--- src/pixel_hue_saturation_adjust_defines.svh ---
// Assertion macros shared by the pixel adjust RTL.
`ifndef PIXEL_HUE_SATURATION_ADJUST_DEFINES_SVH
`define PIXEL_HUE_SATURATION_ADJUST_DEFINES_SVH

// Same-cycle implication, checked out of reset.
`define PHSA_ASSERT_NOW(label, ante, cons, msg) \
    label: assert property (@(posedge clk) disable iff (!rst_n) (ante) |-> (cons)) \
        else $error(msg);

// Next-cycle implication, checked out of reset.
`define PHSA_ASSERT_NEXT(label, ante, cons, msg) \
    label: assert property (@(posedge clk) disable iff (!rst_n) (ante) |=> (cons)) \
        else $error(msg);

`endif

--- src/phsa_pkg.sv ---
// Shared types, widths and tables for the pixel hue/saturation adjust pipeline.
`default_nettype none

package phsa_pkg;

    localparam int CH_W          = 15;
    localparam int GAIN_W        = 17;
    localparam int BRIGHT_W      = 20;
    localparam int HUE_W         = 19;
    localparam int SAT_W         = 16;
    localparam int CFG_W         = 20;
    localparam int FRAC_W        = 16;
    localparam int H_W           = 20;
    localparam int DIV_STEPS     = FRAC_W;
    localparam int DIV_PER_STAGE = 2;
    localparam int DIV_STAGES    = DIV_STEPS / DIV_PER_STAGE;
    localparam int TONE_SHIFT    = 12;
    localparam int PROD_W        = CH_W + 1 + GAIN_W;
    localparam int CH_MAX        = 32767;
    localparam int LANES         = 4;

    typedef logic [CH_W-1:0] chan_t;

    typedef enum logic [1:0] {
        CFG_CONTRAST = 2'd0,
        CFG_BRIGHT   = 2'd1,
        CFG_HUE      = 2'd2,
        CFG_SAT      = 2'd3
    } cfg_idx_t;

    typedef enum logic [1:0] {
        SEC_GREEN = 2'd1,
        SEC_RED   = 2'd2,
        SEC_BLUE  = 2'd3
    } sector_t;

    typedef enum logic [1:0] {
        VSEL_ZERO = 2'd0,
        VSEL_S    = 2'd1,
        VSEL_UP   = 2'd2,
        VSEL_DOWN = 2'd3
    } vsel_t;

    typedef struct packed {
        logic          valid;
        chan_t         mx;
        chan_t         s;
        chan_t         a;
        sector_t       sec;
        logic          d_neg;
        chan_t         d_abs;
        logic [CH_W:0] den;
    } front_t;

    typedef struct packed {
        chan_t   mx;
        chan_t   s;
        chan_t   a;
        sector_t sec;
    } side_t;

    typedef struct packed {
        logic              valid;
        side_t             side;
        logic              neg;
        logic [FRAC_W-1:0] quo;
    } quot_t;

    typedef struct packed {
        logic  valid;
        chan_t r;
        chan_t g;
        chan_t b;
        chan_t a;
    } pix_t;

    // Reduce a sector count 0..15 to 0..5.
    function automatic logic [2:0] mod6(input logic [3:0] x);
        logic [3:0] r;
        begin
            r = x;
            if (r >= 4'd12)
                r = r - 4'd12;
            else if (r >= 4'd6)
                r = r - 4'd6;
            return r[2:0];
        end
    endfunction

    // Which term is subtracted from the maximum in each hue sector.
    function automatic vsel_t sector_sel(input logic [2:0] i);
        vsel_t v;
        begin
            case (i)
                3'd0:    v = VSEL_S;
                3'd1:    v = VSEL_S;
                3'd2:    v = VSEL_DOWN;
                3'd3:    v = VSEL_ZERO;
                3'd4:    v = VSEL_ZERO;
                3'd5:    v = VSEL_UP;
                default: v = VSEL_ZERO;
            endcase
            return v;
        end
    endfunction

endpackage

`default_nettype wire

--- src/phsa_tone.sv ---
// Contrast, brightness and clamp on all four channels.
`default_nettype none

module phsa_tone
    import phsa_pkg::*;
(
    input  wire logic                       clk,
    input  wire logic                       rst_n,
    input  wire pix_t                       in,
    input  wire logic signed [GAIN_W-1:0]   contrast_gain,
    input  wire logic signed [BRIGHT_W-1:0] brightness_offset,
    output pix_t                            out
);

    localparam int SH_W  = PROD_W - TONE_SHIFT;
    localparam int SUM_W = SH_W + 1;

    chan_t                    lane_in  [LANES];
    logic signed [PROD_W-1:0] prod_reg [LANES];
    chan_t                    res_next [LANES];
    chan_t                    res_reg  [LANES];
    logic                     v1_reg, v2_reg;

    assign lane_in[0] = in.r;
    assign lane_in[1] = in.g;
    assign lane_in[2] = in.b;
    assign lane_in[3] = in.a;

    for (genvar k = 0; k < LANES; k++)
    begin : g_lane
        logic signed [SH_W-1:0]  sh;
        logic signed [SUM_W-1:0] sum;

        // Arithmetic shift floors toward minus infinity.
        assign sh  = prod_reg[k][PROD_W-1:TONE_SHIFT];
        assign sum = {sh[SH_W-1], sh}
                   + {{(SUM_W-BRIGHT_W){brightness_offset[BRIGHT_W-1]}}, brightness_offset};

        always_comb
        begin
            if (sum < 0)
                res_next[k] = '0;
            else if (sum > CH_MAX)
                res_next[k] = chan_t'(CH_MAX);
            else
                res_next[k] = sum[CH_W-1:0];
        end

        always_ff @(posedge clk)
        begin
            prod_reg[k] <= $signed({1'b0, lane_in[k]}) * contrast_gain;
            res_reg[k]  <= res_next[k];
        end
    end

    always_ff @(posedge clk or negedge rst_n)
    begin
        if (!rst_n)
        begin
            v1_reg <= 1'b0;
            v2_reg <= 1'b0;
        end
        else
        begin
            v1_reg <= in.valid;
            v2_reg <= v1_reg;
        end
    end

    assign out.valid = v2_reg;
    assign out.r     = res_reg[0];
    assign out.g     = res_reg[1];
    assign out.b     = res_reg[2];
    assign out.a     = res_reg[3];

endmodule

`default_nettype wire

--- config.mk ---
export PLATFORM = sky130hd
export DESIGN_NAME = phsa_tone
export DESIGN_NICKNAME = d
export VERILOG_FILES = /design/src/pixel_hue_saturation_adjust_defines.svh /design/src/phsa_pkg.sv /design/src/phsa_tone.sv
export SDC_FILE = /design/constraint.sdc
export NUM_CORES = 2
export LEC_CHECK = 0
export ABC_AREA = 1
export BUFFER_PORTS_ARGS = -buffer_cell sky130_fd_sc_hd__clkbuf_2
export CORE_MARGIN = 3
export CORE_UTILIZATION = 40
export CTS_CLUSTER_DIAMETER = 120
export DETAILED_ROUTE_END_ITERATION = 8
export GPL_TIMING_DRIVEN = 0
export PLACE_DENSITY = 0.62
export SYNTH_ARGS = -nofsm -noshare
export SYNTH_HDL_FRONTEND = slang
export SYNTH_SLANG_ARGS = --single-unit
--- constraint.sdc ---
create_clock -name clk -period 6.95 [get_ports clk]
set_clock_uncertainty 0.15 [all_clocks]
set_input_delay 0.695 -clock clk [delete_from_list [all_inputs] [get_ports clk]]
set_output_delay 0.695 -clock clk [all_outputs]
set_load 0.1 [all_outputs]
======== After elaboration in Yosys (flattened, before gate mapping) ========
Memories as Yosys holds them, arrays and structs flattened.
Cells that the tools add are included.
storage, ports and cells
  memory bits (writable) .................. 192
  output and inout bits ................... 61
  memories kept ........................... 2
  memory bits (read-only) ................. 0
  bits of input ports ..................... 100
  logic and storage cells ................. 28
  bits in latches ......................... 0
  flip-flop bits (word level) ............. 2
memories
  name      depth  width  rd ports  clocked after memory_dff  wr ports  RTL line         source
  prod_reg  4      33     4         0                         4         phsa_tone.sv:19  logic signed [PROD_W-1:0] prod_reg [LANES];
  res_reg   4      15     4         0                         4         phsa_tone.sv:21  chan_t res_reg [LANES];
operators by class
  $lt $le $gt $ge ......................... 8
  eq/ne operators ......................... 0
  bitwise gates (word level) .............. 0
  shift-type cells ........................ 0
  reduce and logical (&&, ||, !) cells .... 0
  $add $sub $neg .......................... 4
  multipliers ............................. 4
  mux-type cells .......................... 8
  divide/modulo/power cells ............... 0
operators with widths
  operator                                                                count
  16-bit by 17-bit multiplier with 33-bit output                          4
  15-bit 2-to-1 mux                                                       8
  21-bit by 20-bit adder with 22-bit output                               4
  22-bit by 16-bit > comparator with 1-bit output, second input constant  4
  22-bit by 1-bit < comparator with 1-bit output, second input constant   4

======== Longest topological paths before layout ========
  word-level depth ........................ 4
  depth in mapped cells ................... 30
  depth with buffers taken out ............ 28

======== Least setup slack after synthesis ========
No wires, ideal clock.
  path kind ............................... in2reg
  start point ............................. input in[17] (netlist bit)
  end point ............................... memory prod_reg[2][32] (netlist bit)
  arrival time ............................ 5881 ps
  path slack .............................. 797 ps
  buffers on the path ..................... 2
  library setup time ...................... 122 ps
  required time ........................... 6678 ps
  cell stages on the path ................. 20
  cells stage by stage .................... clkbuf_1 > clkbuf_1 > nand2_1 > fa_1 > fa_1 > inv_1 > fa_1 > fa_1 > fa_1 > inv_1 > fa_1 > inv_1 > ha_1 > a21oi_1 > inv_1 > a31oi_1 > o21ai_0 > a21oi_1 > nand2_1 > xor2_1
RTL lines
  element          RTL line         source
  start, declared  phsa_tone.sv:9   input wire pix_t in,
  end, declared    phsa_tone.sv:19

==> parameters.txt <==
Parameter                              Value

Routing
  Drt pass-1 iters    6
  Average routed wire per standard cell    20.4 um
  Number of vias in the routed layout    42.0k
  Total wire length    172000 um
  Via density    4.97
  DR DRC count    0
  Initial DRC Count    3406
  Antenna-violating nets left    0

Synth
  Top cell type's share of synthesized area    41.2%
  Register bit total from synthesis    146
  Ranking of synthesized cells by instance count    inv_1, nand2_1, fa_1, ha_1, nor2_1
  Syn_nets    8230
  Arithmetic-cell share of the synthesized area counting full adders, half adders and majority gates    roughly 51%
  Most frequent cell after synthesis    inv_1
  Sequential area share after synthesis    under 10%
  Post-synthesis compound-gate area fraction    4.52%
  Number of flops mapped to enable cells by yosys    0
  XOR/XNOR Fraction of Synth Area    between 2 and 3%
  Mux cell area share after synthesis    0%
  Distinct cell type count of the synthesized netlist    53
  Area share of and/or/nand/nor cells after synthesis    18.7%
  Top post-synthesis cells by area    fa_1, inv_1, nand2_1
  Syn avg cell area    7.53 um^2
  Warnings from Yosys    0
  Netlist area before placement    50300 um^2
  Asr flop ratio synth    around 1.4%
  Gate Count Post-Synth    6686
  Top cell type by total area after synthesis    fa_1
  Leading register cell type out of synthesis    dfxtp_1
  Dominant combinational cell family by area after synthesis    adder cells

Critical path
  Worst endpoint required time    7060 ps
  Worst reg2reg path depth    13
  Arr. time, crit path    7030 ps
  Type of the worst setup path    primary input to register
  Register-to-register setup slack    4230 ps
  Setup crit end kind    register
  Reg2Reg Launch Point    prod_reg[1][12]
  Reg-to-Reg End    res_reg[1][5]
  Worst Setup Start Kind    primary input
  Highest fanout seen on the critical path    10

CTS
  Clock-pin transition on the worst setup and hold timing paths    70 ps
  Root Buffer    clkbuf_16
  H-tree levels    4
  TritonCTS clock tree    yes
  Number of clock sinks    146
  Number of buffers on the longest clock path    2
  Clock latency on the worst-skew pair    450 ps
  Inserted Clock Buffers    17

Job
  Number of max-cap violations    0

Worst hold path
  Endpoint with the worst hold slack    v1_reg
  Kind of path behind the tightest hold check    primary input to register
  Beginning of the worst hold path    in[60]
  Hold depth    1

Die
  Starting Density    about two fifths
  Height of the die    about 360 um
  Core footprint    124000 um^2
  Total Die Area    130000 um^2
  Die width    361 um
  Number of rows in the core area    129
  Number of primary I/O pins    161

Global routing
  Global routing usage summed across all routing layers    26.6%
  Initial antenna violation count    27
  Pin count of the biggest net entering global routing    17
  Remaining global-route overflow    0
  Number of global-route vias before repair    ~43k
  First-pass GRT wire length    261000 um

Outcome
  Outcome    finished, final reports clean

Final layout
  FILL cells    12.8k
  Fraction of layout instances using a drive strength above 1    5.29%
  Post-route cell area    53800 um^2
  Max FFs per register    84
  Net count of the finished layout    8337
  Syn-to-layout area delta    6.85%

STA
  Final critical-path share of the clock period    99.6%
  Final Worst Setup Slack    between 30 and 40 ps
  Headroom to the max-slew limit    under 10%
  Number of hold violations in the final report    0
  Max Freq    around 140 MHz
  Slew at the pin with the worst max-slew slack    1470 ps
  Setup TNS    0 ps
  Minimum clock period after layout    ~7000 ps
  Final slew viol count    0
  RSZ-0062 raised after global routing    true
  Setup Viol. Count Final    0

Placed design
  HPWL after DPL    145000 um
  GP Congestion    roughly 1
  Setup Slack @ Placement    -1320 ps
  Area after DPL    52800 um^2
  Port Buffers    85
layer usage:
metal	global-route usage [%]	up-vias	wire length [um]
met2	41.1	1804	74800
met4	12.2	6	9390
met1	35.1	20487	70000
met5	0	-	33
met3	6.84	380	17900
li1	-	19361	-
how the worst max path moves through the flow:
stage                 startpoint               to  cells after the start
2_1_floorplan             in[17]  prod_reg[2][32]                     20
3_3_place_gp   contrast_gain[16]  prod_reg[0][32]                     20
3_5_place_dp   contrast_gain[16]  prod_reg[0][32]                     20
4_1_cts         contrast_gain[1]  prod_reg[0][22]                     25
5_1_grt         contrast_gain[5]  prod_reg[0][29]                     20
6_report        contrast_gain[5]  prod_reg[0][15]                     18
metrics by stage:
step                util [%]  std cells  hold WS, ps
global route            43.3       8452          189
global placement        42.5       8408          194
finish                  43.3       8458          203
detailed placement      42.5       8408          208
floorplan                  -       6686          181
CTS                     43.1       8441          178
critical path: stages:
cell and delay, ps:
clkbuf_1 180, clkbuf_1 920, nand2_1 150, fa_1 560, fa_1 470, fa_1 570
inv_1 60, fa_1 470, fa_1 500, inv_1 50, fa_1 530, inv_1 70
ha_1 350, a21oi_1 220, o21ai_0 160, a21oi_1 140, nand2_1 160, xor2_1 760
cells in the final DEF, fill, tap and decap left out, types with 6 or more instances in the layout:
cell type     n
a21o_1       18
a21oi_1     213
a31oi_1      18
buf_2         9
buf_4         9
buf_6         7
clkbuf_1    135
clkbuf_16    17
clkbuf_2    163
clkbuf_4      7
dfxtp_1     144
diode_2      15
fa_1       1035
ha_1        408
inv_1      1977
inv_2        26
inv_6         7
nand2_1    1752
nand2_2      16
nand3_1     109
nand3_2      27
nand3b_1     10
nand4_1      73
nor2_1      229
nor2_2       17
nor2_4        7
nor3_1       23
nor4_1        7
o21a_1       16
o21ai_0      86
o21ai_1       6
o21bai_1     16
o221ai_1      6
xnor2_1      53
xor2_1       89
xor2_2        6
repair_timing:
item | 4_1_cts | 5_1_grt
pin swaps | 0 | 0
buffers inserted | 0 | 2
hold endpoints to repair | 2 | 0
hold buffers | 1 | 0
setup endpoints to repair | 44 | 53
gates resized for setup | 50 | 173
final cells by class:
class                           count  area, um^2  area share [%]
Multi-Input combinational cell   4282       39000            72.4
Sequential cell                   146        2930            5.45
Timing Repair Buffer               88         450           0.837
Antenna cell                       15        37.5          0.0698
Buffer                            252        1200            2.23
Clock inverter                     15         206           0.384
Inverter                         2006        7540            14.0
Clock buffer                       17         425           0.791
Tap cell                         1637        2050            3.81
cell families (layout without fill, tap and decap cells):
group | Yosys count | count (layout)
AOI/OAI and AO/OA | 401 | 401
xor gates and xnor gates | 152 | 152
adders and majority gates | 1444 | 1444
buffers and inverters | 2258 | 2378
DFF | 146 | 146
other | 0 | 15
and+or+nand+nor | 2285 | 2285
Power is left out: the tool's default activity adds up to more than one toggle a clock period on the data nets, which glitch-free logic cannot reach.
