### config.mk
export PLATFORM = sky130hd
export DESIGN_NAME = phsa_div
export DESIGN_NICKNAME = d
export VERILOG_FILES = /design/src/phsa_pkg.sv /design/src/phsa_div.sv
export VERILOG_INCLUDE_DIRS = /design/src /design/src/src
export SDC_FILE = /design/constraint.sdc
export NUM_CORES = 1
export LEC_CHECK = 0
export BUFFER_PORTS_ARGS = -buffer_cell sky130_fd_sc_hd__buf_2
export CAP_MARGIN = 20
export CORE_MARGIN = 2
export CORE_UTILIZATION = 55
export DETAILED_ROUTE_END_ITERATION = 12
export PLACE_DENSITY = 0.73
export SKIP_LAST_GASP = 1
export SYNTH_ARGS = -nofsm -noshare
export SYNTH_HDL_FRONTEND = slang
export SYNTH_SLANG_ARGS = --single-unit
### constraint.sdc
create_clock -name clk -period 9.3 [get_ports clk]
set_clock_uncertainty 0.05 [all_clocks]
set_input_delay 1.86 -clock clk [delete_from_list [all_inputs] [get_ports clk]]
set_output_delay 1.86 -clock clk [all_outputs]
set_load 0.02 [all_outputs]
### src/pixel_hue_saturation_adjust_defines.svh
// Assertion macros shared by the pixel adjust RTL.
`ifndef PIXEL_HUE_SATURATION_ADJUST_DEFINES_SVH
`define PIXEL_HUE_SATURATION_ADJUST_DEFINES_SVH

// Same-cycle implication, checked out of reset.
`define PHSA_ASSERT_NOW(label, ante, cons, msg) \
    label: assert property (@(posedge clk) disable iff (!rst_n) (ante) |-> (cons)) \
        else $error(msg);

// Next-cycle implication, checked out of reset.
`define PHSA_ASSERT_NEXT(label, ante, cons, msg) \
    label: assert property (@(posedge clk) disable iff (!rst_n) (ante) |=> (cons)) \
        else $error(msg);

`endif

### src/phsa_pkg.sv
// Shared types, widths and tables for the pixel hue/saturation adjust pipeline.
`default_nettype none

package phsa_pkg;

    localparam int CH_W          = 15;
    localparam int GAIN_W        = 17;
    localparam int BRIGHT_W      = 20;
    localparam int HUE_W         = 19;
    localparam int SAT_W         = 16;
    localparam int CFG_W         = 20;
    localparam int FRAC_W        = 16;
    localparam int H_W           = 20;
    localparam int DIV_STEPS     = FRAC_W;
    localparam int DIV_PER_STAGE = 2;
    localparam int DIV_STAGES    = DIV_STEPS / DIV_PER_STAGE;
    localparam int TONE_SHIFT    = 12;
    localparam int PROD_W        = CH_W + 1 + GAIN_W;
    localparam int CH_MAX        = 32767;
    localparam int LANES         = 4;

    typedef logic [CH_W-1:0] chan_t;

    typedef enum logic [1:0] {
        CFG_CONTRAST = 2'd0,
        CFG_BRIGHT   = 2'd1,
        CFG_HUE      = 2'd2,
        CFG_SAT      = 2'd3
    } cfg_idx_t;

    typedef enum logic [1:0] {
        SEC_GREEN = 2'd1,
        SEC_RED   = 2'd2,
        SEC_BLUE  = 2'd3
    } sector_t;

    typedef enum logic [1:0] {
        VSEL_ZERO = 2'd0,
        VSEL_S    = 2'd1,
        VSEL_UP   = 2'd2,
        VSEL_DOWN = 2'd3
    } vsel_t;

    typedef struct packed {
        logic          valid;
        chan_t         mx;
        chan_t         s;
        chan_t         a;
        sector_t       sec;
        logic          d_neg;
        chan_t         d_abs;
        logic [CH_W:0] den;
    } front_t;

    typedef struct packed {
        chan_t   mx;
        chan_t   s;
        chan_t   a;
        sector_t sec;
    } side_t;

    typedef struct packed {
        logic              valid;
        side_t             side;
        logic              neg;
        logic [FRAC_W-1:0] quo;
    } quot_t;

    typedef struct packed {
        logic  valid;
        chan_t r;
        chan_t g;
        chan_t b;
        chan_t a;
    } pix_t;

    // Reduce a sector count 0..15 to 0..5.
    function automatic logic [2:0] mod6(input logic [3:0] x);
        logic [3:0] r;
        begin
            r = x;
            if (r >= 4'd12)
                r = r - 4'd12;
            else if (r >= 4'd6)
                r = r - 4'd6;
            return r[2:0];
        end
    endfunction

    // Which term is subtracted from the maximum in each hue sector.
    function automatic vsel_t sector_sel(input logic [2:0] i);
        vsel_t v;
        begin
            case (i)
                3'd0:    v = VSEL_S;
                3'd1:    v = VSEL_S;
                3'd2:    v = VSEL_DOWN;
                3'd3:    v = VSEL_ZERO;
                3'd4:    v = VSEL_ZERO;
                3'd5:    v = VSEL_UP;
                default: v = VSEL_ZERO;
            endcase
            return v;
        end
    endfunction

endpackage

`default_nettype wire

### src/phsa_div.sv
// Pipelined restoring divider for the hue fraction, two quotient bits per stage.
`default_nettype none
`include "pixel_hue_saturation_adjust_defines.svh"

module phsa_div
    import phsa_pkg::*;
(
    input  wire logic   clk,
    input  wire logic   rst_n,
    input  wire front_t in,
    output quot_t       out
);

    logic              valid_reg [DIV_STAGES];
    side_t             side_reg  [DIV_STAGES];
    logic              neg_reg   [DIV_STAGES];
    logic [CH_W:0]     rem_reg   [DIV_STAGES];
    logic [CH_W:0]     den_reg   [DIV_STAGES];
    logic [FRAC_W-1:0] quo_reg   [DIV_STAGES];

    for (genvar k = 0; k < DIV_STAGES; k++)
    begin : g_stage
        logic              valid_src;
        side_t             side_src;
        logic              neg_src;
        logic [CH_W:0]     rem_src, den_src, rem_next;
        logic [FRAC_W-1:0] quo_src, quo_next;

        if (k == 0)
        begin : g_first
            // Remainder starts at |d|, already below the divisor.
            assign valid_src = in.valid;
            assign side_src  = '{mx: in.mx, s: in.s, a: in.a, sec: in.sec};
            assign neg_src   = in.d_neg;
            assign rem_src   = {1'b0, in.d_abs};
            assign den_src   = in.den;
            assign quo_src   = '0;
        end
        else
        begin : g_rest
            assign valid_src = valid_reg[k-1];
            assign side_src  = side_reg[k-1];
            assign neg_src   = neg_reg[k-1];
            assign rem_src   = rem_reg[k-1];
            assign den_src   = den_reg[k-1];
            assign quo_src   = quo_reg[k-1];
        end

        always_comb
        begin
            logic [CH_W+1:0] t;
            logic [CH_W+1:0] diff;
            rem_next = rem_src;
            quo_next = quo_src;
            for (int j = 0; j < DIV_PER_STAGE; j++)
            begin
                t    = {rem_next, 1'b0};
                diff = t - {1'b0, den_src};
                if (t >= {1'b0, den_src})
                begin
                    rem_next = diff[CH_W:0];
                    quo_next = {quo_next[FRAC_W-2:0], 1'b1};
                end
                else
                begin
                    rem_next = t[CH_W:0];
                    quo_next = {quo_next[FRAC_W-2:0], 1'b0};
                end
            end
        end

        always_ff @(posedge clk or negedge rst_n)
        begin
            if (!rst_n)
                valid_reg[k] <= 1'b0;
            else
                valid_reg[k] <= valid_src;
        end

        always_ff @(posedge clk)
        begin
            side_reg[k] <= side_src;
            neg_reg[k]  <= neg_src;
            rem_reg[k]  <= rem_next;
            den_reg[k]  <= den_src;
            quo_reg[k]  <= quo_next;
        end
    end

    assign out.valid = valid_reg[DIV_STAGES-1];
    assign out.side  = side_reg[DIV_STAGES-1];
    assign out.neg   = neg_reg[DIV_STAGES-1];
    assign out.quo   = quo_reg[DIV_STAGES-1];

    `PHSA_ASSERT_NOW(a_div_rem_lt_den, valid_reg[DIV_STAGES-1], rem_reg[DIV_STAGES-1] < den_reg[DIV_STAGES-1], "divider remainder not below divisor")

endmodule

`default_nettype wire

======== Word-level counts from Yosys, hierarchy flattened ========
Memory sizes are Yosys's and may differ from the RTL's.
Cells that the tools add are included.
cells by class
  magnitude comparators ................... 16
  muxes and demuxes ....................... 32
  add/sub/neg operators ................... 16
operators by type and width
  kind                            count
  two-way mux 16 bit              16
  subtractor 16 bit               16
  >= comparator 17 x 16 -> 1 bit  15
  >= comparator 16 bit            1
  two-way mux 1 bit               16
word-level totals
  memories kept ........................... 5
  flip-flop bits (word level) ............. 8
  RAM bits ................................ 768
memories
  name      words  width  rd ports  clocked after memory_dff  write ports  line            RTL
  side_reg  8      47     8         0                         8            phsa_div.sv:15  side_t side_reg [DIV_STAGES];
  den_reg   8      16     7         0                         8            phsa_div.sv:18  logic [CH_W:0] den_reg [DIV_STAGES];
  quo_reg   8      16     8         0                         8            phsa_div.sv:19  logic [FRAC_W-1:0] quo_reg [DIV_STAGES];
  rem_reg   8      16     7         0                         8            phsa_div.sv:17  logic [CH_W:0] rem_reg [DIV_STAGES];
  neg_reg   8      1      8         0                         8            phsa_div.sv:16  logic neg_reg [DIV_STAGES];

======== Depth between registers and ports, before layout ========
An unclocked memory read counts as a cell.
  depth after elaboration ................. 5
  mapped depth ............................ 22

======== Worst setup path before layout ========
OpenSTA, ideal clock, no wires.
  path kind ............................... input-to-reg
  start ................................... input in[11] in the netlist's numbering
  end ..................................... memory rem_reg[0][10] in the netlist's numbering
  data required time ...................... 9129 ps
  cell stages on the path ................. 22
  data arrival time ....................... 6579 ps
  setup time .............................. 121 ps
  slack ................................... 2551 ps
  path through ............................ inv_1 -> ha_1 -> clkbuf_1 -> a21o_1 -> a221o_1 -> or4_1 -> a21oi_4 -> inv_1 -> clkbuf_1 -> nand2_1 -> nand2_1 -> ha_1 -> a21o_1 -> or3_1 -> o221a_2 -> o21ai_0 -> o21a_1 -> o21ai_0 -> a211o_1 -> buf_2 -> buf_6 -> mux2_2
RTL lines
  item             line            RTL
  start, declared  phsa_div.sv:10  input wire front_t in,
  end, declared    phsa_div.sv:17

==> flow_metrics.py <==
metrics = {
    "outcome": {
        "status": "finished, final reports clean",
    },
    "detailed_routing": {
        "drc_errors": 0,
        "first_pass_iters": 6,
        "wl_per_cell_um": 17.1,
        "drt_wl_total_mm": 61.7,
        "vias_per_cell": 5.51,
        "dr_total_vias": 19900,
        "drtIter0Drc": 1298,
        "ant_nets": 0,
    },
    "floorplanning": {
        "fp.dieH_um": 230,
        "io_pins": 147,
        "die_w_um": 230,
        "dieArea_um2": 53100,
        "core_um2": 50400,
        "num_rows": 82,
        "start_util_pct": 56.0,
    },
    "timing": {
        "final.setup.tns_ns": 0,
        "slew_viol_final": 0,
        "hold_viol": 0,
        "tightest_slew_ns": 0.860,
        "fmax_mhz": 137,
        "setup_viol": 0,
        "min_period_ns": 7.31,
        "max-slew-margin-rel_pct": 42.0,
        "rsz0062_at_grt": "false",
        "post-route-period-util_pct": 78.6,
    },
    "worst_setup_path": {
        "r2r_start": "den_reg[5][1]$_DFF_P_",
        "crit_required_ns": 9.75,
        "critPathMaxFanout": 19,
        "path_class": "input port to register",
        "start_kind": "input port",
        "crit_path_start": "in[13]",
        "cp.arrival_ns": 7.77,
        "crit_path_end_kind": "register",
    },
    "clock_network": {
        "cts_tree": "built",
        "cts.sinks": 688,
        "clockBufferDepth": 3,
        "holdBufCountCts": 0,
        "post_cts_buffers": 0,
        "htree_levels": 3,
        "numCtsBuffers": 70,
        "clk_pin_slew_ns": 0.07,
        "insertion_delay_ns": 0.63,
        "post_cts_resized": 0,
        "cts_root_buf": "clkbuf_16",
    },
    "flow_run": {
        "max_cap_viol_count": 0,
    },
    "global_route": {
        "gr-usage-all-layers_pct": 23.4,
        "grtUsageMet3_pct": 4.37,
        "grt_util_met1_pct": 29.9,
        "grt-busiest-layer": "met2",
        "antenna_found_initial": 5,
        "grt_max_degree": 30,
        "grt_pass1_wl_mm": 101,
        "gr-total-overflow": 0,
        "met2_usage_pct": 40.2,
        "grt_pass1_vias": 19700,
    },
    "synthesis": {
        "syn-cell-area_um2": 28200,
        "ys_warn_count": 0,
        "synthArstFlopShare_pct": 1.16,
        "synth_cell_types": 83,
        "synth_top_area_share_pct": 48.3,
        "synth_top_flop_cell": "dfxtp_1",
        "synthesis.nets": 3039,
        "avgSynthCellArea_um2": 10.4,
        "synth-seq-cells": 688,
        "synth_top_family_by_area": "compound AO/OA/AOI/OAI gates",
        "yosys.area_share.adder_pct": 11.6,
        "yosysSeqAreaShare_pct": 49.0,
        "synthTopCellsByArea": "dfxtp_1, ha_1, mux2_2",
        "synth-simple-area-share_pct": 9.70,
        "syn_inst": 2701,
        "synth-compound-area-share_pct": 14.9,
        "synthXorXnorAreaFrac_pct": 5.25,
        "synthMuxAreaShare_pct": 6.44,
        "yosysTopAreaCell": "dfxtp_1",
        "synth-edff-count": 0,
    },
    "finish": {
        "stdcell_count": 3614,
        "largest_reg_flops": 376,
        "finalNetCount": 3229,
        "diodes": 0,
        "area_delta_synth_final_pct": 13.6,
        "finish.utilization_pct": 63.6,
        "drive_above_1_share_pct": 15.3,
    },
    "min_path": {
        "hold_start": "quo_reg[1][24]$_DFF_P_",
        "hold_path_class": "register to register",
    },
    "placed_design": {
        "io_buffers": 146,
        "dp_cells": 3490,
        "gp_congestion": 0.911,
        "dpl.hpwl_mm": 47.1,
    },
}
placed cells by master, fill, tap and decap left out, types with 12 or more instances in the layout:
cell         n
a21o_1      69
or2_2       21
clkbuf_8    15
nand4_1     19
clkbuf_16   70
xor2_1      57
a211o_1     12
buf_2      146
o21bai_1    28
mux2i_1     13
nand2_1    115
nor3_1      43
a21oi_1    182
nand3_1     45
nand2b_1    23
inv_1      190
xnor2_1    112
and2_1      16
nor4_1      12
nor2_1     182
a31oi_1     23
o31ai_1     20
nor2b_1     24
ha_1       248
o21a_1      49
o21ai_0    114
mux2_2     139
dfxtp_1    680
or3_1       20
clkbuf_1    14
a211oi_1    28
synthesized netlist by cell type, types with 10 or more instances:
cell	n
o211ai_1	10
nand3_1	45
dfxtp_1	680
or2_2	21
or3_1	20
a21oi_1	182
a211oi_1	28
nor2b_1	24
nor4_1	12
ha_1	248
mux2i_1	13
o21ai_0	114
a21o_1	69
and2_1	16
nor3_1	43
nor2_1	182
a211o_1	12
xnor2_1	112
nand2b_1	23
nand4_1	19
inv_1	190
mux2_2	139
a21boi_0	10
clkbuf_1	23
nand2_1	115
o21a_1	49
xor2_1	57
o21bai_1	28
a31oi_1	24
o31ai_1	20
worst paths after layout:
path                       slack [ns]  depth (start not counted)                              to
max                              1.99                         19          rem_reg[0][13]$_DFF_P_
min                              0.26                          0          quo_reg[1][42]$_DFF_P_
max reg2reg                      3.03                         18          rem_reg[6][10]$_DFF_P_
min reg2reg                      0.26                          0          quo_reg[1][42]$_DFF_P_
max in group asynchronous        8.02                          1  g_stage[3].valid_src$_DFF_PN0_
min in group asynchronous        1.01                          1               out[64]$_DFF_PN0_
area by class of cell:
| class | count | area [µm²] |
|---|---|---|
| flip-flops and latches | 688 | 13800 |
| clock inverters | 24 | 338 |
| repair buffers | 152 | 779 |
| fillers | 4064 | 18400 |
| multi-input cells | 1786 | 13500 |
| inverters | 193 | 724 |
| clock buffers | 99 | 2010 |
| well taps | 672 | 841 |
metal layers:
layer / routed length [µm] / up-vias / share of wire, %
met5: 38 / - / 0.062
met4: 1610 / 6 / 2.6
met3: 3330 / 106 / 5.4
met2: 29500 / 496 / 48
met1: 27200 / 9383 / 44
li1: - / 9918 / -
per-stage QoR:
step           hold slack (ns)  cell area [µm²]  setup WS, ns
2_1_floorplan            0.260            28200          2.55
3_3_place_gp             0.260            29700          1.38
3_5_place_dp             0.262            29700          1.37
4_1_cts                  0.264            32000          2.01
5_1_grt                  0.270            32000          1.59
6_report                 0.263            32000          1.99
logic make-up after synthesis:
logic type / Yosys count
xor gates and xnor gates: 169
AOI/OAI and AO/OA: 639
and+or+nand+nor: 562
buffers and inverters: 227
muxes: 160
DFF: 688
adders and majority gates: 256
critical path: stages:
cell	delay, ns
buf_2	0.09
inv_1	0.07
ha_1	0.38
a21o_1	0.20
a221o_1	0.42
or4_1	0.60
a21oi_4	0.48
inv_1	0.39
nand2_1	0.15
nand2_1	0.08
ha_1	0.40
nor2_1	0.07
a211oi_1	0.38
o221a_2	0.31
o21ai_0	0.17
o21a_1	0.25
o21ai_0	0.38
a211o_1	0.66
mux2_2	0.41
Power is left out: the tool's default activity adds up to more than one toggle a clock period on the data nets, which glitch-free logic cannot reach.
