### src/pixel_hue_saturation_adjust_defines.svh
// Assertion macros shared by the pixel adjust RTL.
`ifndef PIXEL_HUE_SATURATION_ADJUST_DEFINES_SVH
`define PIXEL_HUE_SATURATION_ADJUST_DEFINES_SVH

// Same-cycle implication, checked out of reset.
`define PHSA_ASSERT_NOW(label, ante, cons, msg) \
    label: assert property (@(posedge clk) disable iff (!rst_n) (ante) |-> (cons)) \
        else $error(msg);

// Next-cycle implication, checked out of reset.
`define PHSA_ASSERT_NEXT(label, ante, cons, msg) \
    label: assert property (@(posedge clk) disable iff (!rst_n) (ante) |=> (cons)) \
        else $error(msg);

`endif

### src/phsa_pkg.sv
// Shared types, widths and tables for the pixel hue/saturation adjust pipeline.
`default_nettype none

package phsa_pkg;

    localparam int CH_W          = 15;
    localparam int GAIN_W        = 17;
    localparam int BRIGHT_W      = 20;
    localparam int HUE_W         = 19;
    localparam int SAT_W         = 16;
    localparam int CFG_W         = 20;
    localparam int FRAC_W        = 16;
    localparam int H_W           = 20;
    localparam int DIV_STEPS     = FRAC_W;
    localparam int DIV_PER_STAGE = 2;
    localparam int DIV_STAGES    = DIV_STEPS / DIV_PER_STAGE;
    localparam int TONE_SHIFT    = 12;
    localparam int PROD_W        = CH_W + 1 + GAIN_W;
    localparam int CH_MAX        = 32767;
    localparam int LANES         = 4;

    typedef logic [CH_W-1:0] chan_t;

    typedef enum logic [1:0] {
        CFG_CONTRAST = 2'd0,
        CFG_BRIGHT   = 2'd1,
        CFG_HUE      = 2'd2,
        CFG_SAT      = 2'd3
    } cfg_idx_t;

    typedef enum logic [1:0] {
        SEC_GREEN = 2'd1,
        SEC_RED   = 2'd2,
        SEC_BLUE  = 2'd3
    } sector_t;

    typedef enum logic [1:0] {
        VSEL_ZERO = 2'd0,
        VSEL_S    = 2'd1,
        VSEL_UP   = 2'd2,
        VSEL_DOWN = 2'd3
    } vsel_t;

    typedef struct packed {
        logic          valid;
        chan_t         mx;
        chan_t         s;
        chan_t         a;
        sector_t       sec;
        logic          d_neg;
        chan_t         d_abs;
        logic [CH_W:0] den;
    } front_t;

    typedef struct packed {
        chan_t   mx;
        chan_t   s;
        chan_t   a;
        sector_t sec;
    } side_t;

    typedef struct packed {
        logic              valid;
        side_t             side;
        logic              neg;
        logic [FRAC_W-1:0] quo;
    } quot_t;

    typedef struct packed {
        logic  valid;
        chan_t r;
        chan_t g;
        chan_t b;
        chan_t a;
    } pix_t;

    // Reduce a sector count 0..15 to 0..5.
    function automatic logic [2:0] mod6(input logic [3:0] x);
        logic [3:0] r;
        begin
            r = x;
            if (r >= 4'd12)
                r = r - 4'd12;
            else if (r >= 4'd6)
                r = r - 4'd6;
            return r[2:0];
        end
    endfunction

    // Which term is subtracted from the maximum in each hue sector.
    function automatic vsel_t sector_sel(input logic [2:0] i);
        vsel_t v;
        begin
            case (i)
                3'd0:    v = VSEL_S;
                3'd1:    v = VSEL_S;
                3'd2:    v = VSEL_DOWN;
                3'd3:    v = VSEL_ZERO;
                3'd4:    v = VSEL_ZERO;
                3'd5:    v = VSEL_UP;
                default: v = VSEL_ZERO;
            endcase
            return v;
        end
    endfunction

endpackage

`default_nettype wire

### src/phsa_front.sv
// Front stages: channel max/min, hue sector and chroma scaled by saturation.
`default_nettype none
`include "pixel_hue_saturation_adjust_defines.svh"

module phsa_front
    import phsa_pkg::*;
(
    input  wire logic                    clk,
    input  wire logic                    rst_n,
    input  wire logic                    in_valid,
    input  wire chan_t                   r,
    input  wire chan_t                   g,
    input  wire chan_t                   b,
    input  wire chan_t                   a,
    input  wire logic signed [SAT_W-1:0] sat_gain,
    output front_t                       out
);

    // stage 1
    logic                 v1_reg;
    chan_t                mx1_reg, mn1_reg, a1_reg;
    sector_t              sec1_reg;
    logic signed [CH_W:0] d1_reg;
    chan_t                mx1_next, mn1_next;
    sector_t              sec1_next;
    logic signed [CH_W:0] d1_next;

    // stage 2
    logic                 v2_reg;
    chan_t                mx2_reg, a2_reg, dabs2_reg, base2_reg;
    sector_t              sec2_reg;
    logic                 dneg2_reg;
    logic [CH_W:0]        den2_reg;
    logic [2*CH_W-1:0]    p2_reg;
    chan_t                s0, opa, base2_next, dabs2_next;
    logic [CH_W:0]        dmag;
    logic [2*CH_W-1:0]    p2_next;

    // stage 3
    logic                 v3_reg;
    chan_t                mx3_reg, a3_reg, dabs3_reg, s3_reg;
    sector_t              sec3_reg;
    logic                 dneg3_reg;
    logic [CH_W:0]        den3_reg;
    logic [CH_W:0]        s_sum;

    always_comb
    begin
        mx1_next = r;
        mn1_next = r;
        if (g < mn1_next) mn1_next = g;
        if (g > mx1_next) mx1_next = g;
        if (b < mn1_next) mn1_next = b;
        if (b > mx1_next) mx1_next = b;
        if (b == mx1_next)
        begin
            sec1_next = SEC_BLUE;
            d1_next   = $signed({1'b0, g}) - $signed({1'b0, r});
        end
        else if (g == mx1_next)
        begin
            sec1_next = SEC_GREEN;
            d1_next   = $signed({1'b0, r}) - $signed({1'b0, b});
        end
        else
        begin
            sec1_next = SEC_RED;
            d1_next   = $signed({1'b0, b}) - $signed({1'b0, g});
        end
    end

    // Negative gain scales the chroma down; positive pulls the minimum toward zero.
    assign s0         = mx1_reg - mn1_reg;
    assign opa        = sat_gain[SAT_W-1] ? s0 : mn1_reg;
    assign base2_next = sat_gain[SAT_W-1] ? '0 : s0;
    assign p2_next    = opa * sat_gain[SAT_W-2:0];
    assign dmag       = d1_reg[CH_W] ? (-d1_reg) : d1_reg;
    assign dabs2_next = dmag[CH_W-1:0];

    assign s_sum = {1'b0, base2_reg} + {1'b0, p2_reg[2*CH_W-1:CH_W]};

    always_ff @(posedge clk or negedge rst_n)
    begin
        if (!rst_n)
        begin
            v1_reg <= 1'b0;
            v2_reg <= 1'b0;
            v3_reg <= 1'b0;
        end
        else
        begin
            v1_reg <= in_valid;
            v2_reg <= v1_reg;
            v3_reg <= v2_reg;
        end
    end

    always_ff @(posedge clk)
    begin
        mx1_reg   <= mx1_next;
        mn1_reg   <= mn1_next;
        a1_reg    <= a;
        sec1_reg  <= sec1_next;
        d1_reg    <= d1_next;

        mx2_reg   <= mx1_reg;
        a2_reg    <= a1_reg;
        sec2_reg  <= sec1_reg;
        dneg2_reg <= d1_reg[CH_W];
        dabs2_reg <= dabs2_next;
        den2_reg  <= {1'b0, s0} + {{CH_W{1'b0}}, 1'b1};
        p2_reg    <= p2_next;
        base2_reg <= base2_next;

        mx3_reg   <= mx2_reg;
        a3_reg    <= a2_reg;
        sec3_reg  <= sec2_reg;
        dneg3_reg <= dneg2_reg;
        dabs3_reg <= dabs2_reg;
        den3_reg  <= den2_reg;
        s3_reg    <= s_sum[CH_W-1:0];
    end

    assign out.valid = v3_reg;
    assign out.mx    = mx3_reg;
    assign out.s     = s3_reg;
    assign out.a     = a3_reg;
    assign out.sec   = sec3_reg;
    assign out.d_neg = dneg3_reg;
    assign out.d_abs = dabs3_reg;
    assign out.den   = den3_reg;

    `PHSA_ASSERT_NOW(a_front_s_le_max, v3_reg, s3_reg <= mx3_reg, "scaled chroma above channel maximum")

    `PHSA_ASSERT_NOW(a_front_d_lt_den, v3_reg, {1'b0, dabs3_reg} < den3_reg, "hue difference not below divisor")

endmodule

`default_nettype wire

### config.mk
export PLATFORM = sky130hd
export DESIGN_NAME = phsa_front
export DESIGN_NICKNAME = d
export VERILOG_FILES = /design/src/phsa_pkg.sv /design/src/phsa_front.sv
export VERILOG_INCLUDE_DIRS = /design/src /design/src/src
export SDC_FILE = /design/constraint.sdc
export NUM_CORES = 1
export LEC_CHECK = 0
export ABC_AREA = 1
export BUFFER_PORTS_ARGS = -buffer_cell sky130_fd_sc_hd__buf_2
export CAP_MARGIN = 30
export CORE_MARGIN = 2
export CORE_UTILIZATION = 55
export CTS_BUF_LIST = sky130_fd_sc_hd__clkbuf_4
export DETAILED_ROUTE_END_ITERATION = 10
export GPL_TIMING_DRIVEN = 0
export PLACE_DENSITY = 0.82
export REMOVE_ABC_BUFFERS = 1
export SLEW_MARGIN = 10
export SYNTH_ARGS = -nofsm -noshare
export SYNTH_HDL_FRONTEND = slang
export SYNTH_SLANG_ARGS = --single-unit
export TNS_END_PERCENT = 100
### constraint.sdc
create_clock -name clk -period 20.1 [get_ports clk]
set_input_delay 3.015 -clock clk [delete_from_list [all_inputs] [get_ports clk]]
set_output_delay 3.015 -clock clk [all_outputs]
set_load 0.02 [all_outputs]
# Word-level counts from Yosys, hierarchy flattened
# Cells that the tools add are included.
# Widths: inputs -> output; s select.
[word_totals]
ff_bits = 254
out_inout_bits = 80
elab_cells = 46
[classes]
add_sub_neg = 7
multipliers = 1
order_cmp = 4
eq_ne = 2
muxes = 9
[op_table]
columns = ["op", "count"]
rows = [
  ["$mux 15", 6],
  ["$sub 15x15->16", 3],
  ["$mux 16", 2],
  ["$eq 15x15->1", 2],
  ["$gt 15x15->1", 2],
  ["$lt 15x15->1", 2],
  ["$mul 15x15->30", 1],
  ["$add 15x1->16 const B", 1],
  ["$add 15x15->15", 1],
  ["$neg 15->15", 1],
  ["$sub 15x15->15", 1],
  ["$mux 2", 1],
]

# Logic depth before layout (Yosys ltp)
[logic_depth]
ltp_word = 7
depth_mapped = 39
mapped_depth_nobuf = 38

# Worst setup path before layout
# Ideal clock, no wire load.
[synth_path]
path_kind = "input to register"
startpoint = "in sat_gain[15]"
endpoint = "reg p2_reg[28]"
setup_time_ns = 0.112
t_arrival_ns = 8.456
slack_ns = 11.532
stages = 25
cell_sequence = "clkbuf_1 -> buf_1 -> nand2_1 -> o21ai_1 -> inv_1 -> nand2_1 -> fa_1 -> fa_1 -> fa_1 -> inv_1 -> fa_1 -> fa_1 -> inv_1 -> fa_1 -> inv_1 -> ha_1 -> a21oi_1 -> o21a_1 -> nor2_1 -> nor2_1 -> nor2_1 -> a2111oi_0 -> nand2_1 -> nand2_1 -> nand2_1"
[synth_via]
elab_chain_len = 2
[synth_rtl]
columns = ["element", "line_no", "text"]
rows = [
  ["start, declared", "phsa_front.sv:15", "input wire logic signed [SAT_W-1:0] sat_gain,"],
  ["$mux 15", "phsa_front.sv:74", "assign opa = sat_gain[SAT_W-1] ? s0 : mn1_reg;"],
  ["$mul 15x15->30", "phsa_front.sv:76", "assign p2_next = opa * sat_gain[SAT_W-2:0];"],
  ["named net p2_next[28]", "phsa_front.sv:37", "logic [2*CH_W-1:0] p2_next;"],
  ["end signal, assigned", "phsa_front.sv:112", "p2_reg <= p2_next;"],
  ["end, declared", "phsa_front.sv:34", "logic [2*CH_W-1:0] p2_reg;"],
]
# The timed path passes the listed nets, and every way through them passes these cells.
# A chain may end at the register's enable or synchronous reset.

# Final worst setup path
[layout_path]
startpoint = "in sat_gain[15]"
endpoint = "reg p2_reg[29]"
# The elaborated chain is that of the path after synthesis.

==> impl_metrics.tcl <==
set metrics [dict create \
    reg2reg_slack_ns 12.01 \
    wirelength_um 48800 \
    htreeDepth 2 \
    postSynthCellCount 2327 \
    dr.pass1.iters 6 \
    finalMaxSlewViolations 0 \
    area_growth_syn_to_layout_pct 10.3 \
    ant_nets 0 \
    post-route-period-util_pct 44.0 \
    endpoint_kind "flop" \
    post-cts-setup-buffers 0 \
    finalSetupViolations 0 \
    via_per_inst 5.35 \
    grtUsageTotal_pct 28.2 \
    cts-buffers-inserted 60 \
    fmax_mhz 113 \
    antenna_found_initial 7 \
    path_clk_slew_ns 0.06 \
    vias 16100 \
    tns_ns 0 \
    tightest_slew_ns 0.982 \
    synth_cell_types 48 \
    dieWidth_um 189 \
    yosysMostFrequentCell "nand2_1" \
    synth_edf_count 0 \
    setup.worst_path.start_class "input pin" \
    async_flop_share_pct 1.26 \
    max_slew_margin_pct 34.1 \
    cts_resized 0 \
    placed_cell_area_um2 19900 \
    cts_hold_buf 0 \
    cts_root_buf "clkbuf_4" \
    core_um2 33600 \
    skew_ns 0.0538 \
    hp-class "flop to flop" \
    wl_per_cell_um 16.3 \
    grt_max_degree 57 \
    place.gp.congestion 0.972 \
    drv_cap 0 \
    layout-drive-gt1-share_pct 12.6 \
    io_pins 159 \
    status "completed" \
    synthTopCellsByArea "dfxtp_1 (25%), fa_1 (18%), ha_1 (13%)" \
    arrival_ns 9.50 \
    avgSynthCellArea_um2 8.08 \
    synth.ff_latch_count 239 \
    grt_pass1_vias 16600 \
    numClockSinks 239 \
    drt_iter0_markers 1200 \
    required_ns 20.76 \
    fillers 2929 \
    critical_path_class "input pin to flop" \
    synth_top_area_share_pct 25.1 \
    overflow 0 \
    cp_max_fo 42 \
    dieArea_um2 35700 \
    cts_tree "built" \
    die_y_um 189 \
    clk_latency_ns 0.82 \
    final.min_clock_period_ns 8.84 \
    yosysSeqAreaShare_pct 25.5 \
    yosys.area.top_type "dfxtp_1" \
    place_inst 2889 \
    instances_no_fill 3001 \
    rsz0062_at_grt "false" \
    initial_utilization_pct 55.9 \
    cts_buffer_depth 3 \
    dp_hpwl_um 39700 \
    portBuffers 158 \
    nets 2949 \
    dominantRegCellSynth "dfxtp_1" \
    grt_pass1_wl_um 80300 \
    ys_warn_count 0 \
    ys_top_cells_by_count "nand2_1 (441), inv_1 (412), dfxtp_1 (236), nor2_1 (213), ha_1 (195)" \
    rows 67 \
    final_area_um2 20700 \
    finalHoldViolCount 0 \
    synth_area_um2 18800 \
    route.detailed.drc 0 \
]
==> kinds of logic after synthesis <==
family                   count (synthesis)  synth area share, %
flip-flops                             239                 25.5
AO/OA/AOI/OAI                          250                 7.36
XOR/XNOR                               104                 4.84
AND/OR/NAND/NOR                        900                 21.2
adder cells (fa/ha/maj)                366                 31.2
buffers and inverters                  468                 9.85
==> worst paths after layout <==
| path | startpoint | endpoint | cells past startpoint |
|---|---|---|---|
| max | sat_gain[15] | p2_reg[29] | 24 |
| min | den2_reg[15] | den3_reg[15] | 0 |
| max reg2reg | mx1_reg[0] | p2_reg[28] | 33 |
| min reg2reg | den2_reg[15] | den3_reg[15] | 0 |
| max in group asynchronous | rst_n | v1_reg | 1 |
| min in group asynchronous | rst_n | v2_reg | 1 |
==> layer usage <==
layer / vias up / routed length (um) / GRT usage [%]
met5: - / 7 / 0
li1: 7712 / - / -
met1: 7596 / 19800 / 35.4
met4: 2 / 1790 / 11.2
met3: 124 / 3760 / 5.21
met2: 621 / 23400 / 47.9
==> stage by stage <==
step           utilization [%]  setup WS [ns]  hold slack [ns]
3_5_place_dp              59.3          10.21            0.312
2_1_floorplan                -          11.65            0.310
5_1_grt                   61.7          10.83            0.312
4_1_cts                   61.7          11.06            0.305
6_report                  61.7          11.26            0.289
3_3_place_gp              59.1           9.78            0.310
==> cell usage in the layout, fill, tap and decap left out, types with 70 or more instances in the layout <==
cell and n:
a21oi_1 98, buf_2 158, clkbuf_4 82, dfxtp_1 236, fa_1 171, ha_1 195, inv_1 412, nand2_1 441
nand3_1 126, nor2_1 213, o21ai_0 75, xor2_1 70
==> critical path: stages <==
cell	delay, ns
buf_2	0.56
inv_1	0.20
o21ai_1	0.77
nor2_1	0.13
fa_1	0.55
inv_1	0.06
fa_1	0.52
inv_1	0.06
fa_1	0.50
fa_1	0.52
fa_1	0.50
inv_1	0.06
fa_1	0.48
inv_1	0.04
ha_1	0.32
a21oi_1	0.19
o21ai_0	0.12
a21oi_1	0.22
nor3_1	0.08
nor3_1	0.14
nand2_1	0.13
nand2_1	0.10
nand2_1	0.06
xor2_1	0.14
==> layout make-up <==
| type | instances | area, um2 | area share [%] |
|---|---|---|---|
| Clock buffer | 82 | 616 | 2.97 |
| Sequential cell | 239 | 4800 | 23.1 |
| Multi-Input combinational cell | 1620 | 12200 | 58.6 |
| Timing Repair Buffer | 168 | 882 | 4.25 |
| Tap cell | 448 | 561 | 2.70 |
| Antenna cell | 7 | 17.5 | 0.0844 |
| Clock inverter | 22 | 164 | 0.790 |
| Inverter | 415 | 1560 | 7.51 |
Power is left out: the tool's default activity adds up to more than one toggle a clock period on the data nets, which glitch-free logic cannot reach.
